**config.mk**
```make
export PLATFORM = sky130hd
export DESIGN_NAME = fotsr_ctrl
export DESIGN_NICKNAME = d
export VERILOG_FILES = /design/src/rtl/core/fotsr_pkg.sv /design/src/rtl/core/fotsr_ctrl.sv
export SDC_FILE = /design/constraint.sdc
export NUM_CORES = 1
export LEC_CHECK = 0
export ABC_AREA = 1
export ABC_CLOCK_PERIOD_IN_PS = 7000
export BUFFER_PORTS_ARGS = -buffer_cell sky130_fd_sc_hd__buf_2
export CAP_MARGIN = 5
export CORE_UTILIZATION = 40
export DETAILED_ROUTE_END_ITERATION = 16
export SETUP_SLACK_MARGIN = 0.05
export SLEW_MARGIN = 20
export SYNTH_ARGS = -nofsm -noshare
export SYNTH_HDL_FRONTEND = slang
export SYNTH_SLANG_ARGS = --single-unit
export TNS_END_PERCENT = 1
```
**constraint.sdc**
```tcl
create_clock -name clk -period 7 [get_ports clk]
set_clock_uncertainty 0.1 [all_clocks]
set_input_delay 0.35 -clock clk [delete_from_list [all_inputs] [get_ports clk]]
set_output_delay 0.35 -clock clk [all_outputs]
set_load 0.01 [all_outputs]
```
**src/rtl/core/fotsr_pkg.sv**
```systemverilog
// shared types and constants of the file offset to sector run mapper
package fotsr_pkg;

  localparam int MAX_EXTENTS         = 64;
  localparam int ENTRY_W             = 6;
  localparam int CLUS_W              = 28;
  localparam int IDX_W               = 24;
  localparam int CLUST_W             = 29;
  localparam int SECT_W              = 7;
  localparam int REM_W               = 6;
  localparam int MAX_REQUEST_SECTORS = 63;
  localparam int FIRST_DATA_CLUSTER  = 2;
  localparam int CHUNK_MAX           = 64;
  localparam int CHUNK_RESET         = 64;

  localparam logic       KIND_LOAD = 1'b0;
  localparam logic       KIND_READ = 1'b1;

  localparam logic [1:0] KIND_CMD  = 2'd0;
  localparam logic [1:0] KIND_DONE = 2'd1;
  localparam logic [1:0] KIND_FAIL = 2'd2;

  localparam logic [1:0] CFG_CLUSTER_SHIFT = 2'd0;
  localparam logic [1:0] CFG_DATA_BASE_LBA = 2'd1;
  localparam logic [1:0] CFG_CHUNK_SECTORS = 2'd2;

  typedef struct packed {
    logic              kind;
    logic [5:0]        entry_index;
    logic [27:0]       extent_clusters;
    logic [27:0]       extent_first_cluster;
    logic [31:0]       byte_offset;
    logic [14:0]       byte_length;
  } in_item_t;

  typedef struct packed {
    logic [1:0]        result_kind;
    logic [31:0]       block_address;
    logic [6:0]        sectors;
    logic              last;
  } out_item_t;

  // table write from a load transfer
  typedef struct packed {
    logic               en;
    logic [ENTRY_W-1:0] idx;
    logic [CLUS_W-1:0]  clusters;
    logic [CLUS_W-1:0]  first;
  } wr_t;

  // lookup token moving down the chain
  typedef struct packed {
    logic             active;
    logic [IDX_W-1:0] rest;
  } tok_t;

  // lookup resolution, zero from cells that do not resolve
  typedef struct packed {
    logic               valid;
    logic               fail;
    logic [CLUST_W-1:0] clust;
    logic [CLUS_W-1:0]  left;
  } hit_t;

endpackage

```
**src/rtl/core/fotsr_ctrl.sv**
```systemverilog
// request sequencer, configuration registers and result register
module fotsr_ctrl
  import fotsr_pkg::*;
(
  input  logic      clk,
  input  logic      rst_n,
  input  logic      in_valid,
  output logic      in_ready,
  input  in_item_t  in_data,
  output logic      out_valid,
  input  logic      out_ready,
  output out_item_t out_data,
  input  logic      cfg_valid,
  output logic      cfg_ready,
  input  logic [1:0]  cfg_index,
  input  logic [31:0] cfg_data,
  output wr_t       wr,
  output tok_t      inject,
  input  hit_t      hit
);

  localparam logic [2:0] S_IDLE = 3'd0;
  localparam logic [2:0] S_LOOK = 3'd1;
  localparam logic [2:0] S_WAIT = 3'd2;
  localparam logic [2:0] S_ADDR = 3'd3;
  localparam logic [2:0] S_CMD  = 3'd4;
  localparam logic [2:0] S_STAT = 3'd5;

  logic [2:0]         state_r, state_nxt;
  logic [2:0]         shift_r;
  logic [31:0]        base_r;
  logic [SECT_W-1:0]  chunk_r;

  logic [IDX_W-1:0]   foff_r, foff_nxt;
  logic [REM_W-1:0]   remain_r, remain_nxt;
  logic [CLUST_W-1:0] clust_r, clust_nxt;
  logic [CLUS_W-1:0]  left_r, left_nxt;
  logic [31:0]        lba_r, lba_nxt;
  logic [SECT_W-1:0]  run_r, run_nxt;
  logic [1:0]         stat_r, stat_nxt;

  logic               out_valid_r;
  out_item_t          out_data_r;
  logic               out_free;
  logic               emit;
  out_item_t          emit_item;

  logic               in_fire;
  logic               misaligned;
  logic               oversized;
  logic [SECT_W-1:0]  chunk_eff;
  logic [IDX_W-1:0]   in_clust;
  logic [CLUST_W-1:0] clust_rel;
  logic [31:0]        clust_off;
  logic [34:0]        run_full;
  logic [SECT_W-1:0]  n_cmd;
  logic [SECT_W-1:0]  remain_ext;

  assign cfg_ready = 1'b1;
  assign in_ready  = (state_r == S_IDLE);
  assign in_fire   = in_valid && in_ready;
  assign out_free  = !out_valid_r || out_ready;
  assign out_valid = out_valid_r;
  assign out_data  = out_data_r;

  assign wr.en       = in_fire && in_data.kind == KIND_LOAD;
  assign wr.idx      = in_data.entry_index;
  assign wr.clusters = in_data.extent_clusters;
  assign wr.first    = in_data.extent_first_cluster;

  assign inject.active = (state_r == S_LOOK);
  assign inject.rest   = foff_r >> shift_r;

  assign misaligned = (|in_data.byte_offset[8:0]) || (|in_data.byte_length[8:0]);
  assign oversized  = SECT_W'(in_data.byte_length[14:9]) > SECT_W'(MAX_REQUEST_SECTORS);

  always_comb begin
    priority if (chunk_r == '0) begin
      chunk_eff = SECT_W'(1);
    end else if (chunk_r > SECT_W'(CHUNK_MAX)) begin
      chunk_eff = SECT_W'(CHUNK_MAX);
    end else begin
      chunk_eff = chunk_r;
    end
  end

  assign in_clust  = foff_r & ~({IDX_W{1'b1}} << shift_r);
  assign clust_rel = clust_r - CLUST_W'(FIRST_DATA_CLUSTER);
  assign clust_off = 32'(clust_rel) << shift_r;
  assign run_full  = (35'(left_r) << shift_r) - 35'(in_clust);
  assign remain_ext = SECT_W'(remain_r);

  always_comb begin
    n_cmd = run_r;
    if (remain_ext < n_cmd) n_cmd = remain_ext;
    if (chunk_eff < n_cmd) n_cmd = chunk_eff;
  end

  always_comb begin
    state_nxt  = state_r;
    foff_nxt   = foff_r;
    remain_nxt = remain_r;
    clust_nxt  = clust_r;
    left_nxt   = left_r;
    lba_nxt    = lba_r;
    run_nxt    = run_r;
    stat_nxt   = stat_r;
    emit       = 1'b0;
    emit_item  = '0;
    unique case (state_r)
      S_IDLE: begin
        if (in_fire && in_data.kind == KIND_READ) begin
          foff_nxt   = IDX_W'(in_data.byte_offset[31:9]);
          remain_nxt = in_data.byte_length[14:9];
          priority if (misaligned || oversized) begin
            stat_nxt  = KIND_FAIL;
            state_nxt = S_STAT;
          end else if (in_data.byte_length[14:9] == '0) begin
            stat_nxt  = KIND_DONE;
            state_nxt = S_STAT;
          end else begin
            state_nxt = S_LOOK;
          end
        end
      end
      S_LOOK: begin
        state_nxt = S_WAIT;
      end
      S_WAIT: begin
        if (hit.valid) begin
          clust_nxt = hit.clust;
          left_nxt  = hit.left;
          if (hit.fail || hit.clust < CLUST_W'(FIRST_DATA_CLUSTER)) begin
            stat_nxt  = KIND_FAIL;
            state_nxt = S_STAT;
          end else begin
            state_nxt = S_ADDR;
          end
        end
      end
      S_ADDR: begin
        lba_nxt   = base_r + clust_off + 32'(in_clust);
        run_nxt   = (run_full > 35'(CHUNK_MAX)) ? SECT_W'(CHUNK_MAX) : run_full[SECT_W-1:0];
        state_nxt = S_CMD;
      end
      S_CMD: begin
        if (out_free) begin
          emit                    = 1'b1;
          emit_item.result_kind   = KIND_CMD;
          emit_item.block_address = lba_r;
          emit_item.sectors       = n_cmd;
          lba_nxt    = lba_r + 32'(n_cmd);
          foff_nxt   = foff_r + IDX_W'(n_cmd);
          run_nxt    = run_r - n_cmd;
          remain_nxt = REM_W'(remain_ext - n_cmd);
          priority if (remain_ext == n_cmd) begin
            stat_nxt  = KIND_DONE;
            state_nxt = S_STAT;
          end else if (run_r == n_cmd) begin
            state_nxt = S_LOOK;
          end else begin
            state_nxt = S_CMD;
          end
        end
      end
      S_STAT: begin
        if (out_free) begin
          emit                  = 1'b1;
          emit_item.result_kind = stat_r;
          emit_item.last        = 1'b1;
          state_nxt             = S_IDLE;
        end
      end
      default: begin
        state_nxt = S_IDLE;
      end
    endcase
  end

  always_ff @(posedge clk) begin
    if (!rst_n) begin
      state_r     <= S_IDLE;
      out_valid_r <= 1'b0;
      shift_r     <= '0;
      base_r      <= '0;
      chunk_r     <= SECT_W'(CHUNK_RESET);
    end else begin
      state_r <= state_nxt;
      if (emit) begin
        out_valid_r <= 1'b1;
      end else if (out_ready) begin
        out_valid_r <= 1'b0;
      end
      if (cfg_valid) begin
        unique case (cfg_index)
          CFG_CLUSTER_SHIFT: shift_r <= cfg_data[2:0];
          CFG_DATA_BASE_LBA: base_r  <= cfg_data;
          CFG_CHUNK_SECTORS: chunk_r <= cfg_data[SECT_W-1:0];
          default: begin
          end
        endcase
      end
    end
  end

  always_ff @(posedge clk) begin
    foff_r   <= foff_nxt;
    remain_r <= remain_nxt;
    clust_r  <= clust_nxt;
    left_r   <= left_nxt;
    lba_r    <= lba_nxt;
    run_r    <= run_nxt;
    stat_r   <= stat_nxt;
    if (emit) begin
      out_data_r <= emit_item;
    end
  end

endmodule

```
==> impl_metrics.csv <==
group,metric,value,unit
global_routing,grt_max_degree,75,
finish,n_antenna_cell,0,
job,max_cap_violations,0,
die,rows,76,
clock_network,numClockSinks,216,
synth,synth_top_area_share,28.9,%
placement,gp_congestion,0.911,
finish,areaGrowthSynthToFinish,16.7,%
synth,ys_seq_area_share,34.1,%
clock_network,clkTransAtPathRegs,0.06,ns
finish,stdcell_count,3324,
critical_path,crit_type,"reg -> reg",
finish,final_cell_mix,"nand2_1 (678), nor2_1 (293), inv_1 (267), o21ai_0 (238), buf_2 (215)",
clock_network,cts.htree.levels,1,
sta,fmax,160,MHz
outcome,run_status,"completed",
pwr,power,0.00627,W
route,dr_total_vias,17000,
die,die_w,212,um
global_routing,grt_first_pass_wirelength,83500,um
critical_path,arrival,6.44,ns
hold_path,hold_class,"in -> reg",
die,dieArea,0.0451,mm^2
route,drc_errors,0,
global_routing,grt_usage,23.3,%
critical_path,cpMaxStageDelayCell,"fa_1",
clock_network,post_cts_buffers,0,
finish,n_fill_cell,4554,
route,viasPerCell,5.10,
critical_path,worstPathRequired,7.18,ns
pwr,p_per_area,304,mW/mm^2
route,wire_per_inst,15.9,um
finish,nets,3040,
sta,rsz0062_at_grt,"true",
finish,final_common_cell,"nand2_1",
critical_path,critPathLaunch,"remain_r[4]",
critical_path,crit_path_frequent_cell,"nand2_1",
sta,setup-tns-final,0,ns
finish,drive_gt1_share,11.8,%
critical_path,r2r-start,"remain_r[4]",
synth,ys_ff_latch,216,
critical_path,cp_max_fo,10,
clock_network,root_buffer,"clkbuf_16",
sta,fin_crit,6.25,ns
route,first_pass_iters,5,
route,drt-initial-drc-count,1125,
die,io_pins,341,
clock_network,cts_buffer_depth,3,
placement,dp_slack,0.438,ns
die,die_y,212,um
synth,syn_inst,2509,
sta,hold_viol_final,0,
finish,multi_input_area,0.00985,mm^2
global_routing,overflow,0,
sta,fin_ws,0.746,ns
sta,max_slew_margin,40.8,%
synth,synthFlopType,"edfxtp_1",
route,drtAntennaViolNets,0,
global_routing,antenna_found_initial,1,
sta,timing.final.crit_share,89.3,%
placement,dp_hpwl,41500,um
synth,yosysTopAreaCell,"edfxtp_1",
die,core-area,0.0434,mm^2
synth,synth_edf_count,170,
critical_path,end_kind,"flop",
global_routing,grt_pass1_vias,16000,
finish,regArea,0.00603,mm^2
placement,dp_cells,3185,
pwr,leakagePower,9.51,nW
clock_network,numCtsBuffers,27,
synth,synth_area,0.0177,mm^2
synth,avgSynthCellArea,7.05,um^2
die,start_util,40.8,%
hold_path,min_from,"in_data[24]",
placement,io_buffers,215,
clock_network,clkLatencyLatePin,0.57,ns
sta,setup_viol,0,
pwr,ir_worst_vdd,0.175,mV
clock_network,cts_tree,"done",
synth,synth.area.top_cells,"edfxtp_1 (29%), nand2_1 (14%), ha_1 (6.9%)",
critical_path,cp-start-kind,"flop",
critical_path,max_stage_delay,0.48,ns
synth,yosys_warnings,0,
synth,yosysUniqueCellTypes,53,
route,drt-total-wl,52900,um
sta,worstMarginPinSlew,0.885,ns
synth,async_reset_ff_share,0,%
sta,final-max-slew-violation-count,0,
[power by group]
group | total (W) | internal, W | leakage, nW | switching, W
logic | 0.00285 | 0.000949 | 7.15 | 0.00190
clock network | 0.00135 | 0.000783 | 0.398 | 0.000563
registers | 0.00208 | 0.00184 | 1.96 | 0.000234
[final cells by class]
type / instances / share of cell area (%)
clock buffer: 33 / 3.38
sequential: 216 / 29.2
tap: 585 / 3.55
inverter: 277 / 5.05
multi-input combinational: 1875 / 47.7
timing repair buffer: 325 / 10.4
clock inverter: 13 / 0.667
[Yosys cell counts, types with 22 or more instances]
cell type / count
nand3_1: 157
ha_1: 98
xor2_1: 57
buf_4: 65
mux2i_1: 22
nor3_1: 30
edfxtp_1: 170
inv_1: 269
a21oi_1: 89
nor2_1: 295
nand2_1: 678
o21ai_0: 240
nand4_1: 37
dfxtp_1: 46
clkbuf_1: 52
[critical path: cells and delay by family, from the launching register on]
| family | cells | cell delay, ns |
|---|---|---|
| adders and majority gates | 3 | 1.12 |
| AOI/OAI and AO/OA | 8 | 1.58 |
| buffers and inverters | 3 | 0.56 |
| and+or+nand+nor | 17 | 2.18 |
| DFF | 1 | 0.45 |
[final timing paths]
kind                                    to  slack, ns  depth (start not counted)
worst min register to register  chunk_r[3]       0.39                          2
worst max register to register   lba_r[26]       0.75                         31
worst max-delay path             lba_r[26]       0.75                         31
worst min-delay path             foff_r[0]       0.02                          3
[timing repair]
action,in CTS,in global routing
endpoints found under the setup margin,0,11
hold buffers,93,0
endpoints found under the hold margin,93,0
resized for setup,0,4
[kinds of logic after synthesis]
family,share of synthesized area (%)
fa+ha+maj,8.29
compound gates,12.1
flops,34.1
simple gates,30.0
xor+xnor,3.81
buf+inv,10.5
mux,1.24
other cells,0.0212
[registers in the layout (all words and copies together) (netlist names)]
register and flops:
base_r 32, out_data 42, foff_r 24, state_r 3, lba_r 32, remain_r 6
left_r 28, shift_r 3, stat_r 2, run_r 7, clust_r 29, out_valid 1
chunk_r 7
[metal layers]
| metal | up-vias | track usage (%) | share of wire, % |
|---|---|---|---|
| li1 | 8658 | - | - |
| met1 | 7731 | 34.1 | 49 |
| met2 | 512 | 36.2 | 43 |
| met3 | 62 | 2.79 | 6.2 |
| met4 | 2 | 5.83 | 2.0 |
| met5 | - | 0 | 0.019 |
[per-stage QoR]
step / util [%] / hold WS (ns) / area (um^2)
2_1_floorplan: - / 0.344 / 17700
3_3_place_gp: 43.4 / 0.365 / 18800
4_1_cts: 47.6 / 0.000296 / 20600
6_report: 47.6 / 0.0213 / 20600
5_1_grt: 47.6 / 0.0208 / 20600
3_5_place_dp: 43.5 / 0.376 / 18900
Power figures use the tool's default switching activity.
