==> src/rtl/core/fotsr_pkg.sv <==
// shared types and constants of the file offset to sector run mapper
package fotsr_pkg;

  localparam int MAX_EXTENTS         = 64;
  localparam int ENTRY_W             = 6;
  localparam int CLUS_W              = 28;
  localparam int IDX_W               = 24;
  localparam int CLUST_W             = 29;
  localparam int SECT_W              = 7;
  localparam int REM_W               = 6;
  localparam int MAX_REQUEST_SECTORS = 63;
  localparam int FIRST_DATA_CLUSTER  = 2;
  localparam int CHUNK_MAX           = 64;
  localparam int CHUNK_RESET         = 64;

  localparam logic       KIND_LOAD = 1'b0;
  localparam logic       KIND_READ = 1'b1;

  localparam logic [1:0] KIND_CMD  = 2'd0;
  localparam logic [1:0] KIND_DONE = 2'd1;
  localparam logic [1:0] KIND_FAIL = 2'd2;

  localparam logic [1:0] CFG_CLUSTER_SHIFT = 2'd0;
  localparam logic [1:0] CFG_DATA_BASE_LBA = 2'd1;
  localparam logic [1:0] CFG_CHUNK_SECTORS = 2'd2;

  typedef struct packed {
    logic              kind;
    logic [5:0]        entry_index;
    logic [27:0]       extent_clusters;
    logic [27:0]       extent_first_cluster;
    logic [31:0]       byte_offset;
    logic [14:0]       byte_length;
  } in_item_t;

  typedef struct packed {
    logic [1:0]        result_kind;
    logic [31:0]       block_address;
    logic [6:0]        sectors;
    logic              last;
  } out_item_t;

  // table write from a load transfer
  typedef struct packed {
    logic               en;
    logic [ENTRY_W-1:0] idx;
    logic [CLUS_W-1:0]  clusters;
    logic [CLUS_W-1:0]  first;
  } wr_t;

  // lookup token moving down the chain
  typedef struct packed {
    logic             active;
    logic [IDX_W-1:0] rest;
  } tok_t;

  // lookup resolution, zero from cells that do not resolve
  typedef struct packed {
    logic               valid;
    logic               fail;
    logic [CLUST_W-1:0] clust;
    logic [CLUS_W-1:0]  left;
  } hit_t;

endpackage

==> src/rtl/core/fotsr_cell.sv <==
// one extent table cell of the lookup chain
module fotsr_cell
  import fotsr_pkg::*;
(
  input  logic               clk,
  input  logic               rst_n,
  input  logic [ENTRY_W-1:0] cell_idx,
  input  wr_t                wr,
  input  tok_t               tok_in,
  output tok_t               tok_out,
  output hit_t               hit
);

  logic [CLUS_W-1:0] len_r;
  logic [CLUS_W-1:0] start_r;
  tok_t              tok_r;
  logic              empty;
  logic              inside_ext;
  logic              resolve;

  always_ff @(posedge clk) begin
    if (!rst_n) begin
      len_r <= '0;
      tok_r <= '0;
    end else begin
      tok_r <= tok_in;
      if (wr.en && wr.idx == cell_idx) begin
        len_r <= wr.clusters;
      end
    end
  end

  always_ff @(posedge clk) begin
    if (wr.en && wr.idx == cell_idx) begin
      start_r <= wr.first;
    end
  end

  assign empty      = (len_r == '0);
  assign inside_ext = ({{(CLUS_W-IDX_W){1'b0}}, tok_r.rest} < len_r);
  assign resolve    = tok_r.active && (empty || inside_ext);

  assign tok_out.active = tok_r.active && !resolve;
  assign tok_out.rest   = tok_r.rest - len_r[IDX_W-1:0];

  always_comb begin
    hit = '0;
    if (resolve) begin
      hit.valid = 1'b1;
      hit.fail  = empty;
      hit.clust = CLUST_W'(start_r) + CLUST_W'(tok_r.rest);
      hit.left  = len_r - CLUS_W'(tok_r.rest);
    end
  end

endmodule

==> config.mk <==
export PLATFORM = sky130hd
export DESIGN_NAME = fotsr_cell
export DESIGN_NICKNAME = d
export VERILOG_FILES = /design/src/rtl/core/fotsr_pkg.sv /design/src/rtl/core/fotsr_cell.sv
export SDC_FILE = /design/constraint.sdc
export NUM_CORES = 1
export LEC_CHECK = 0
export ABC_AREA = 1
export ABC_CLOCK_PERIOD_IN_PS = 2660
export BUFFER_PORTS_ARGS = -buffer_cell sky130_fd_sc_hd__buf_2
export CAP_MARGIN = 20
export CORE_ASPECT_RATIO = 0.5
export CORE_UTILIZATION = 56
export DETAILED_ROUTE_END_ITERATION = 8
export PLACE_DENSITY_LB_ADDON = 0.15
export SETUP_SLACK_MARGIN = 0.1
export SYNTH_ARGS = -nofsm -noshare
export SYNTH_HDL_FRONTEND = slang
export SYNTH_SLANG_ARGS = --single-unit
==> constraint.sdc <==
create_clock -name clk -period 2.66 [get_ports clk]
set_clock_uncertainty 0.1 [all_clocks]
set_input_delay 0.133 -clock clk [delete_from_list [all_inputs] [get_ports clk]]
set_output_delay 0.133 -clock clk [all_outputs]
set_load 0.03 [all_outputs]
==> results of run 1 <==
cell families after synthesis:
| group | count (synthesis) | synth area share |
|---|---|---|
| buffers and inverters | 253 | 0.128 |
| AOI/OAI and AO/OA | 189 | 0.126 |
| xor gates and xnor gates | 50 | 0.0557 |
| DFF | 81 | 0.242 |
| and+or+nand+nor | 593 | 0.328 |
| adders and majority gates | 74 | 0.121 |
metrics by stage:
stage | util | TNS (ns) | cells | area (um^2) | setup WS, ns
after global placement | 0.668 | 0 | 1613 | 9100 | 0.114
after detailed placement | 0.668 | 0 | 1613 | 9100 | 0.0858
after CTS | 0.826 | -1.14 | 1729 | 11300 | -0.0542
after floorplan | - | 0 | 1240 | 7860 | 0.243
per-layer routing:
metal / overflow / global-route usage
met1: 2 / 0.821
met2: 67 / 0.971
met3: 21 / 0.695
met4: 51 / 0.873
met5: 1 / 0.351
what timing repair did:
action                                 CTS
cloned                                   5
resized for setup                      244
hold buffers                            64
pin swaps                               26
endpoints found under the hold margin   64
setup endpoints to repair               78
setup buffers                           31
==> metrics.csv, run 1 <==
stage,metric,value,unit
run_status,status,aborted with a tool error,
run_status,failed_stage,global routing (5_1_grt),
run_status,error,[ERROR GRT-0232] Routing congestion too high. Check the congestion heatmap in the GUI.,
yosys,synthCells,1240,
global_route,grt_usage,0.827,
global_route,gr-total-overflow,142,
yosys,synth_nets,1410,
yosys,netlist_area,7860,um^2
clock_network,cts_max_level,3,
yosys,synth_top_area_share,0.161,
yosys,ys_top_cells_by_count,"nand2_1 (338), inv_1 (217), nor2_1 (119), a21oi_1 (105), ha_1 (71)",
placed_design,place_hpwl,22700,um
global_route,grt_max_degree,56,
yosys,synthArstFlopShare,0,
yosys,ys.flop_type,dfxtp_1,
timing,worst-ep-kind,output port,
yosys,postSynthAreaPerCell,6.34,um^2
floorplanning,dieWidth,170,um
yosys,synth_area_leaders,"nand2_1 (16%), dfxtp_1 (13%), ha_1 (11%)",
yosys,synth_warnings,0,
clock_network,cts_sinks,81,
clock_network,cts_buffers,9,
clock_network,cts_root_buf,clkbuf_16,
floorplanning,io_pins,180,
yosys,yosys.cell_count.top_type,nand2_1,
floorplanning,placementRows,30,
yosys,synth-seq-cells,81,
placed_design,portBuffers,179,
placed_design,gp_congestion,1.01,
yosys,seq_area_frac_synth,0.242,
yosys,synth_cell_types,35,
yosys,synth_edf_count,28,
floorplanning,start_util,0.577,
yosys,yosysTopAreaCell,nand2_1,
clock_network,cts.path.max_buffers,2,
timing,crit_endpoint,hit[4],
floorplanning,die_h,85.8,um
==> run 2, diff against run 1 <==
CORE_ASPECT_RATIO = not set   (was 0.5)
CORE_UTILIZATION = 40   (was 56)
SETUP_SLACK_MARGIN = not set   (was 0.1)
==> run 2 against run 1 <==
The flow now finishes, with violations (setup timing). Synthesized cell count is the same. Synthesized area is the same.
==> metrics.csv, run 2 <==
stage,metric,value,unit,change
run_status,status,"finished, violations left",,was aborted with a tool error
run_status,violations,setup timing,,
timing,tightest_slew,0.656,ns,
layout,antenna_cells,0,,
power_and_ir_drop,ir_drop,0.257,mV,
route,wire_per_inst,16.0,um,
global_route,grt_pass1_vias,8818,,
floorplanning,fp.dieArea,20200,um^2,
yosys,netlist_area,7860,um^2,unchanged
layout,fin_nets,1715,,
clock_network,cts_sinks,81,,unchanged
layout,drive_gt1_frac,0.309,,
power_and_ir_drop,p_leak,6.10,nW,
setup_path,cp.arrival,2.55,ns,
floorplanning,start_util,0.415,,was 0.577
placed_design,dp_cells,1690,,was 1613
power_and_ir_drop,power_frac_comb,0.470,,
timing,fin_crit,2.78,ns,
placed_design,portBuffers,179,,unchanged
setup_path,crit_type,reg -> out,,
yosys,synth_nets,1410,,unchanged
timing,timing.fmax,360,MHz,
route,first_pass_iters,5,,
clock_network,cts.path.max_buffers,2,,unchanged
yosys,synth_cell_types,35,,unchanged
route,postRouteAntennaNets,0,,
global_route,grt_max_degree,56,,
yosys,yosys.cell_count.top_type,nand2_1,,unchanged
route,num_vias,8922,,
power_and_ir_drop,power.internal,2.98,mW,
power_and_ir_drop,switching_power,1.94,mW,
yosys,ys_top_cells_by_count,"nand2_1 (338), inv_1 (217), nor2_1 (119), a21oi_1 (105), ha_1 (71)",,unchanged
route,drt_wl_total,28900,um,
route,drc,0,,
global_route,antenna_found_initial,0,,
clock_network,cts_buffers,9,,unchanged
clock_network,path_clk_slew,0.07,ns,
clock_network,cts_max_level,3,,unchanged
global_route,grt_util_met2,0.512,,
hold_path,hold_path.class,in -> reg,,
setup_path,crit_required,2.43,ns,
yosys,synth_warnings,0,,unchanged
power_and_ir_drop,pwr-share-seq,0.276,,
timing,layout_setup_ws,-0.118,ns,
global_route,grt_usage,0.285,,
timing,finalMaxSlewViolations,0,,
clock_network,cts_tree,yes,,
setup_path,cp-end-kind,primary output,,
yosys,synthArstFlopShare,0,,unchanged
yosys,yosysTopAreaCell,nand2_1,,unchanged
yosys,synth_edf_count,28,,unchanged
yosys,synth_top_area_share,0.161,,unchanged
floorplanning,dieWidth,142,um,was 170 um
layout,area_growth,52.5,%,
timing,slew_headroom,0.563,,
power_and_ir_drop,powerDensity,410,nW/um^2,
floorplanning,coreArea,19000,um^2,
job,drv_cap,0,,
layout,instances_no_fill,1809,,
global_route,use_met1,0.356,,
setup_path,cp-start-kind,flop,,
route,drt_iter0_markers,382,,
yosys,synth-seq-cells,81,,unchanged
yosys,synth_area_leaders,"nand2_1 (16%), dfxtp_1 (13%), ha_1 (11%)",,unchanged
floorplanning,die_h,142,um,was 85.8 um
floorplanning,io_pins,180,,unchanged
placed_design,gp_congestion,0.971,,was 1.01
yosys,postSynthAreaPerCell,6.34,um^2,unchanged
floorplanning,placementRows,50,,was 30
layout,layout_commonest_cell,nand2_1,,
setup_path,worstPathMaxFanout,7,,
route,vias_per_cell,4.93,,
yosys,synthCells,1240,,unchanged
layout,mostFrequentLayoutCells,"nand2_1 (314), inv_1 (201), buf_2 (114)",,
timing,setup_viol,58,,
clock_network,clock_latency,0.34,ns,
global_route,busiest_layer,met2,,
clock_network,cts_root_buf,clkbuf_16,,unchanged
placed_design,dp_worst_setup_slack,0.0358,ns,was 0.0858 ns
layout,reg_top3,"len_r: 28 flops, start_r: 28 flops, tok_r: 25 flops",,
global_route,use_met3,0.0283,,
yosys,ys.flop_type,dfxtp_1,,unchanged
timing,fin_crit_sh,1.04,,
power_and_ir_drop,p_sw_frac,0.394,,
layout,fillers,1724,,
yosys,seq_area_frac_synth,0.242,,unchanged
global_route,grt_pass1_wl,44100,um,
placed_design,place_hpwl,21900,um,was 22700 um
timing,timing.final.hold_violations,0,,
power_and_ir_drop,clockPowerShare,0.253,,
timing,grt_setup_unrepaired,yes,,
global_route,gr-total-overflow,0,,
-- run 2: cell counts after synthesis --
No cell type changed its count.
-- run 2: kinds of logic (layout without fill, tap and decap cells) --
kind of cell	Yosys count	in the layout	synth area share
XOR/XNOR	50	50	0.0557
buffers and inverters	253	562	0.128
AND/OR/NAND/NOR	593	593	0.328
AO/OA/AOI/OAI	189	189	0.126
flip-flops	81	81	0.242
adder cells (fa/ha/maj)	74	74	0.121
-- run 2: power by group through the flow --
stage | clock network [mW] | registers (mW) | logic (mW)
after CTS | 1.26 | 1.36 | 2.09
after global placement | 0 | 1.37 | 1.67
after global routing | 1.30 | 1.36 | 2.47
after detailed placement | 0 | 1.37 | 1.67
final | 1.24 | 1.36 | 2.31
after floorplan | 0 | 1.36 | 1.15
-- run 2: per-stage QoR --
step           area [um^2]  hold slack (ns)  total power [mW]  setup TNS, ns   util
2_1_floorplan         7860            0.131              2.51              0      -
3_3_place_gp          9250            0.209              3.04              0  0.488
3_5_place_dp          9250            0.211              3.05              0  0.488
4_1_cts              11400           0.0112              4.71          -3.02  0.604
5_1_grt              12000           0.0408              5.14         -10.92  0.633
6_report             12000           0.0179              4.91          -4.03  0.633
-- run 2: final timing paths --
path / start / to / slack, ns / cells past startpoint
setup reg to reg: len_r[26]$_SDFFE_PN0P_ / len_r[26]$_SDFFE_PN0P_ / 1.83 / 2
setup / recovery: tok_r[0]$_SDFF_PN0_ / hit[7] / -0.12 / 17
hold / removal: wr[45] / len_r[17]$_SDFFE_PN0P_ / 0.02 / 3
hold reg to reg: len_r[9]$_SDFFE_PN0P_ / len_r[9]$_SDFFE_PN0P_ / 0.41 / 2
-- run 2: area by class of cell --
cell class | count | area, um^2 | share of cell area
Sequential cell | 81 | 1930 | 0.161
Clock buffer | 10 | 229 | 0.0191
Inverter | 222 | 836 | 0.0697
Tap cell | 260 | 325 | 0.0271
Multi-Input combinational cell | 906 | 5860 | 0.489
Clock inverter | 5 | 55.1 | 0.00459
Timing Repair Buffer | 325 | 2760 | 0.230
-- run 2: worst max-delay path: stages, from the launching register on --
cell	delay (ns)
dfxtp_2	0.35
buf_6	0.10
ha_4	0.12
inv_2	0.04
fa_2	0.34
nand3_2	0.07
nand3_2	0.09
nand3_2	0.08
nand3_2	0.07
nand2_1	0.06
nand2_1	0.06
nand2_2	0.09
nand2_4	0.08
nand2_8	0.10
buf_12	0.16
buf_12	0.16
nor2_2	0.06
buf_6	0.14
-- run 2: per-layer routing --
| layer | part of all wire | vias up |
|---|---|---|
| li1 | - | 4511 |
| met1 | 0.44 | 4087 |
| met2 | 0.49 | 276 |
| met3 | 0.043 | 48 |
| met4 | 0.026 | 0 |
| met5 | 0 | - |
-- run 2: repair_timing --
item,in CTS,in global routing
setup endpoints to repair,75,72
endpoints found under the hold margin,72,0
gates cloned,5,1
pin swaps,8,8
resized for setup,234,146
buffers inserted,21,5
hold buffers,72,0
No activity file was read; power rests on OpenSTA's default activity.
==> run 3, diff against run 2 <==
ABC_CLOCK_PERIOD_IN_PS = 2980   (was 2660)
clock period = 2.98 ns   (was 2.66 ns; I/O delays follow)
==> run 3 against run 2 <==
Clock power down 4%. Critical endpoint is now hit[27]. First-iteration DRC count up 0.79%. Sequential power down 11%. Worst setup slack better by 0.23 ns. Global-route usage down 1.8 points. Final cell count down 2.7%. Via count down 4.1%. The run now ends clean. Die area unchanged. Highest routed layer is now met5. Utilization down 6.6 points.
==> metrics.csv, run 3 (same netlist as run 2, synthesis figures left out) <==
stage,metric,value,unit,change
clock_network,clock_latency,0.34,ns,about the same
layout,antenna_cells,0,,unchanged
timing,setup_viol,0,,was 58
clock_network,cts_tree,yes,,unchanged
clock_network,path_clk_slew,0.06,ns,was 0.07 ns
setup_path,cp-start-kind,flop,,unchanged
power_and_ir_drop,powerDensity,384,nW/um^2,was 410 nW/um^2
setup_path,crit_chain,inv_1 > ha_4 > nand2_2 > nor2_4 > nand2_1 > nand3_4 > nand2_1 > nand2_1 > nand2_2 > nand2_4 > nand2_8 > clkbuf_16 > nor2_1 > clkbuf_4,,was buf_6 > ha_4 > inv_2 > fa_2 > nand3_2 > nand3_2 > nand3_2 > nand3_2 > nand2_1 > nand2_1 > nand2_2 > nand2_4 > nand2_8 > buf_12 > buf_12 > nor2_2 > buf_6
floorplanning,fp.dieArea,20200,um^2,unchanged
power_and_ir_drop,ir_drop,0.285,mV,was 0.257 mV
floorplanning,start_util,0.415,,unchanged
placed_design,gp_congestion,0.921,,was 0.971
floorplanning,dieWidth,142,um,unchanged
setup_path,worstPathMaxFanout,8,,was 7
route,drt_iter0_markers,385,,was 382
floorplanning,placementRows,50,,unchanged
clock_network,cts_buffers,9,,unchanged
hold_path,min_path_cells,3,,unchanged
layout,final_cell_area,10700,um^2,was 12000 um^2
timing,tightest_slew,0.816,ns,was 0.656 ns
route,postRouteAntennaNets,0,,unchanged
setup_path,cp.arrival,2.62,ns,was 2.55 ns
layout,area_growth,36.5,%,was 52.5%
route,vias_per_cell,4.86,,was 4.93
layout,reg_top3,"len_r: 28 flops, start_r: 28 flops, tok_r: 25 flops",,unchanged
layout,fin_util,0.566,,was 0.633
placed_design,portBuffers,179,,unchanged
timing,slew_headroom,0.456,,was 0.563
route,wire_per_inst,15.7,um,was 16.0 um
setup_path,crit_required,2.73,ns,was 2.43 ns
timing,fin_crit_sh,0.964,,
global_route,grt_max_degree,56,,unchanged
setup_path,crit_type,reg -> out,,unchanged
setup_path,slowest_stage,dfxtp_1,,was dfxtp_2
setup_path,worstRegToRegCells,2,,unchanged
clock_network,cts_max_level,3,,unchanged
clock_network,cts.path.max_buffers,2,,unchanged
setup_path,cp-end-kind,primary output,,unchanged
route,drc,0,,unchanged
route,num_vias,8553,,was 8922
route,drt_wl_total,27700,um,was 28900 um
layout,mostFrequentLayoutCells,"nand2_1 (331), inv_1 (214), buf_2 (137)",,"was nand2_1 (314), inv_1 (201), buf_2 (114)"
run_status,status,"finished, final reports clean",,"was finished, violations left"
setup_path,cpPeakStageDelay,0.37,ns,was 0.35 ns
global_route,antenna_found_initial,1,,was 0
floorplanning,io_pins,180,,unchanged
hold_path,hold_path.class,in -> reg,,unchanged
floorplanning,die_h,142,um,unchanged
layout,fin_nets,1665,,was 1715
power_and_ir_drop,p_leak,5.77,nW,was 6.10 nW
timing,fin_crit,2.87,ns,
floorplanning,coreArea,19000,um^2,unchanged
clock_network,cts_sinks,81,,unchanged
timing,finalMaxSlewViolations,0,,unchanged
timing,timing.final.hold_violations,0,,unchanged
placed_design,placed_cell_area,9040,um^2,was 9250 um^2
clock_network,cts_root_buf,clkbuf_16,,unchanged
job,drv_cap,0,,unchanged
placed_design,place_hpwl,21600,um,was 21900 um
timing,timing.fmax,348,MHz,
route,first_pass_iters,4,,was 5
layout,layout_commonest_cell,nand2_1,,unchanged
layout,fillers,1957,,was 1724
global_route,grt_pass1_wl,41400,um,was 44100 um
global_route,grt_usage,0.267,,was 0.285
global_route,gr-total-overflow,0,,unchanged
layout,drive_gt1_frac,0.213,,was 0.309
setup_path,cpMostUsedCell,nand2_1,,was nand3_2
global_route,grt_pass1_vias,8242,,was 8818
run 3: changes by cell type in the layout (fill, tap and decap cells not counted), moves of 8 or more:
cell     previous run  this run
inv_2              20         7
buf_6              62         1
buf_2             114       137
ha_4               24        16
nor2_4             59        15
nor2_1             68       114
dfxtp_2            17         4
inv_1             201       214
ha_1               44        53
a21oi_1            91        99
dfxtp_1            35        48
nand2_1           314       331
nand2_2            32        14
run 3: area by class of cell:
cell class | count | area (um^2) | area share
clock buffers | 12 | 272 | 0.0253
clock inverters | 4 | 48.8 | 0.00455
inverters | 222 | 836 | 0.0779
multi-input cells | 907 | 5300 | 0.494
flip-flops and latches | 81 | 1910 | 0.178
well taps | 260 | 325 | 0.0303
repair buffers | 274 | 2040 | 0.190
run 3: metal layers:
layer / part of all wire / routed length, um / track usage / vias to the layer above
met1: 0.46 / 12900 / 0.344 / 3905
met2: 0.48 / 13300 / 0.462 / 201
met4: 0.021 / 595 / 0.0832 / 2
met3: 0.035 / 982 / 0.0347 / 39
met5: 0.00040 / 11 / 0 / -
li1: - / - / - / 4406
run 3: through the flow:
step	worst slack [ns]	setup TNS (ns)	hold WS, ns	instances	power (mW)
floorplan	0.547	0	0.147	1240	2.24
global placement	0.181	0	0.225	1662	2.67
detailed placement	0.167	0	0.227	1662	2.67
CTS	0.000709	0	0.00466	1746	3.97
global route	-0.0392	-0.121	0.0387	1760	4.33
finish	0.107	0	0.0103	1760	4.12
run 3: what timing repair did:
action,in CTS,in global routing
setup endpoints to repair,66,71
endpoints found under the hold margin,66,0
setup buffers,0,8
gates resized for setup,20,140
pin swaps,0,9
gates cloned,2,6
hold buffers,66,0
run 3: worst max-delay path, delay by kind of cell (launching register included):
family | cells | cell delay (ns)
AND/OR/NAND/NOR | 10 | 1.08
buffers and inverters | 3 | 0.50
flip-flops | 1 | 0.37
adder cells (fa/ha/maj) | 1 | 0.32
run 3: power breakdown:
group | switching (mW) | leakage, nW | internal [mW] | total, mW
clock network | 0.455 | 0.161 | 0.731 | 1.19
registers | 0.0379 | 0.689 | 1.17 | 1.21
logic | 1.08 | 4.92 | 0.640 | 1.72
total | 1.58 | 5.77 | 2.54 | 4.12
run 3: final timing paths:
kind / to / startpoint / slack, ns
setup / recovery: hit[27] / len_r[8]$_SDFFE_PN0P_ / 0.11
hold / removal: len_r[8]$_SDFFE_PN0P_ / wr[36] / 0.01
setup reg to reg: len_r[24]$_SDFFE_PN0P_ / len_r[24]$_SDFFE_PN0P_ / 2.12
hold reg to reg: len_r[0]$_SDFFE_PN0P_ / len_r[0]$_SDFFE_PN0P_ / 0.40
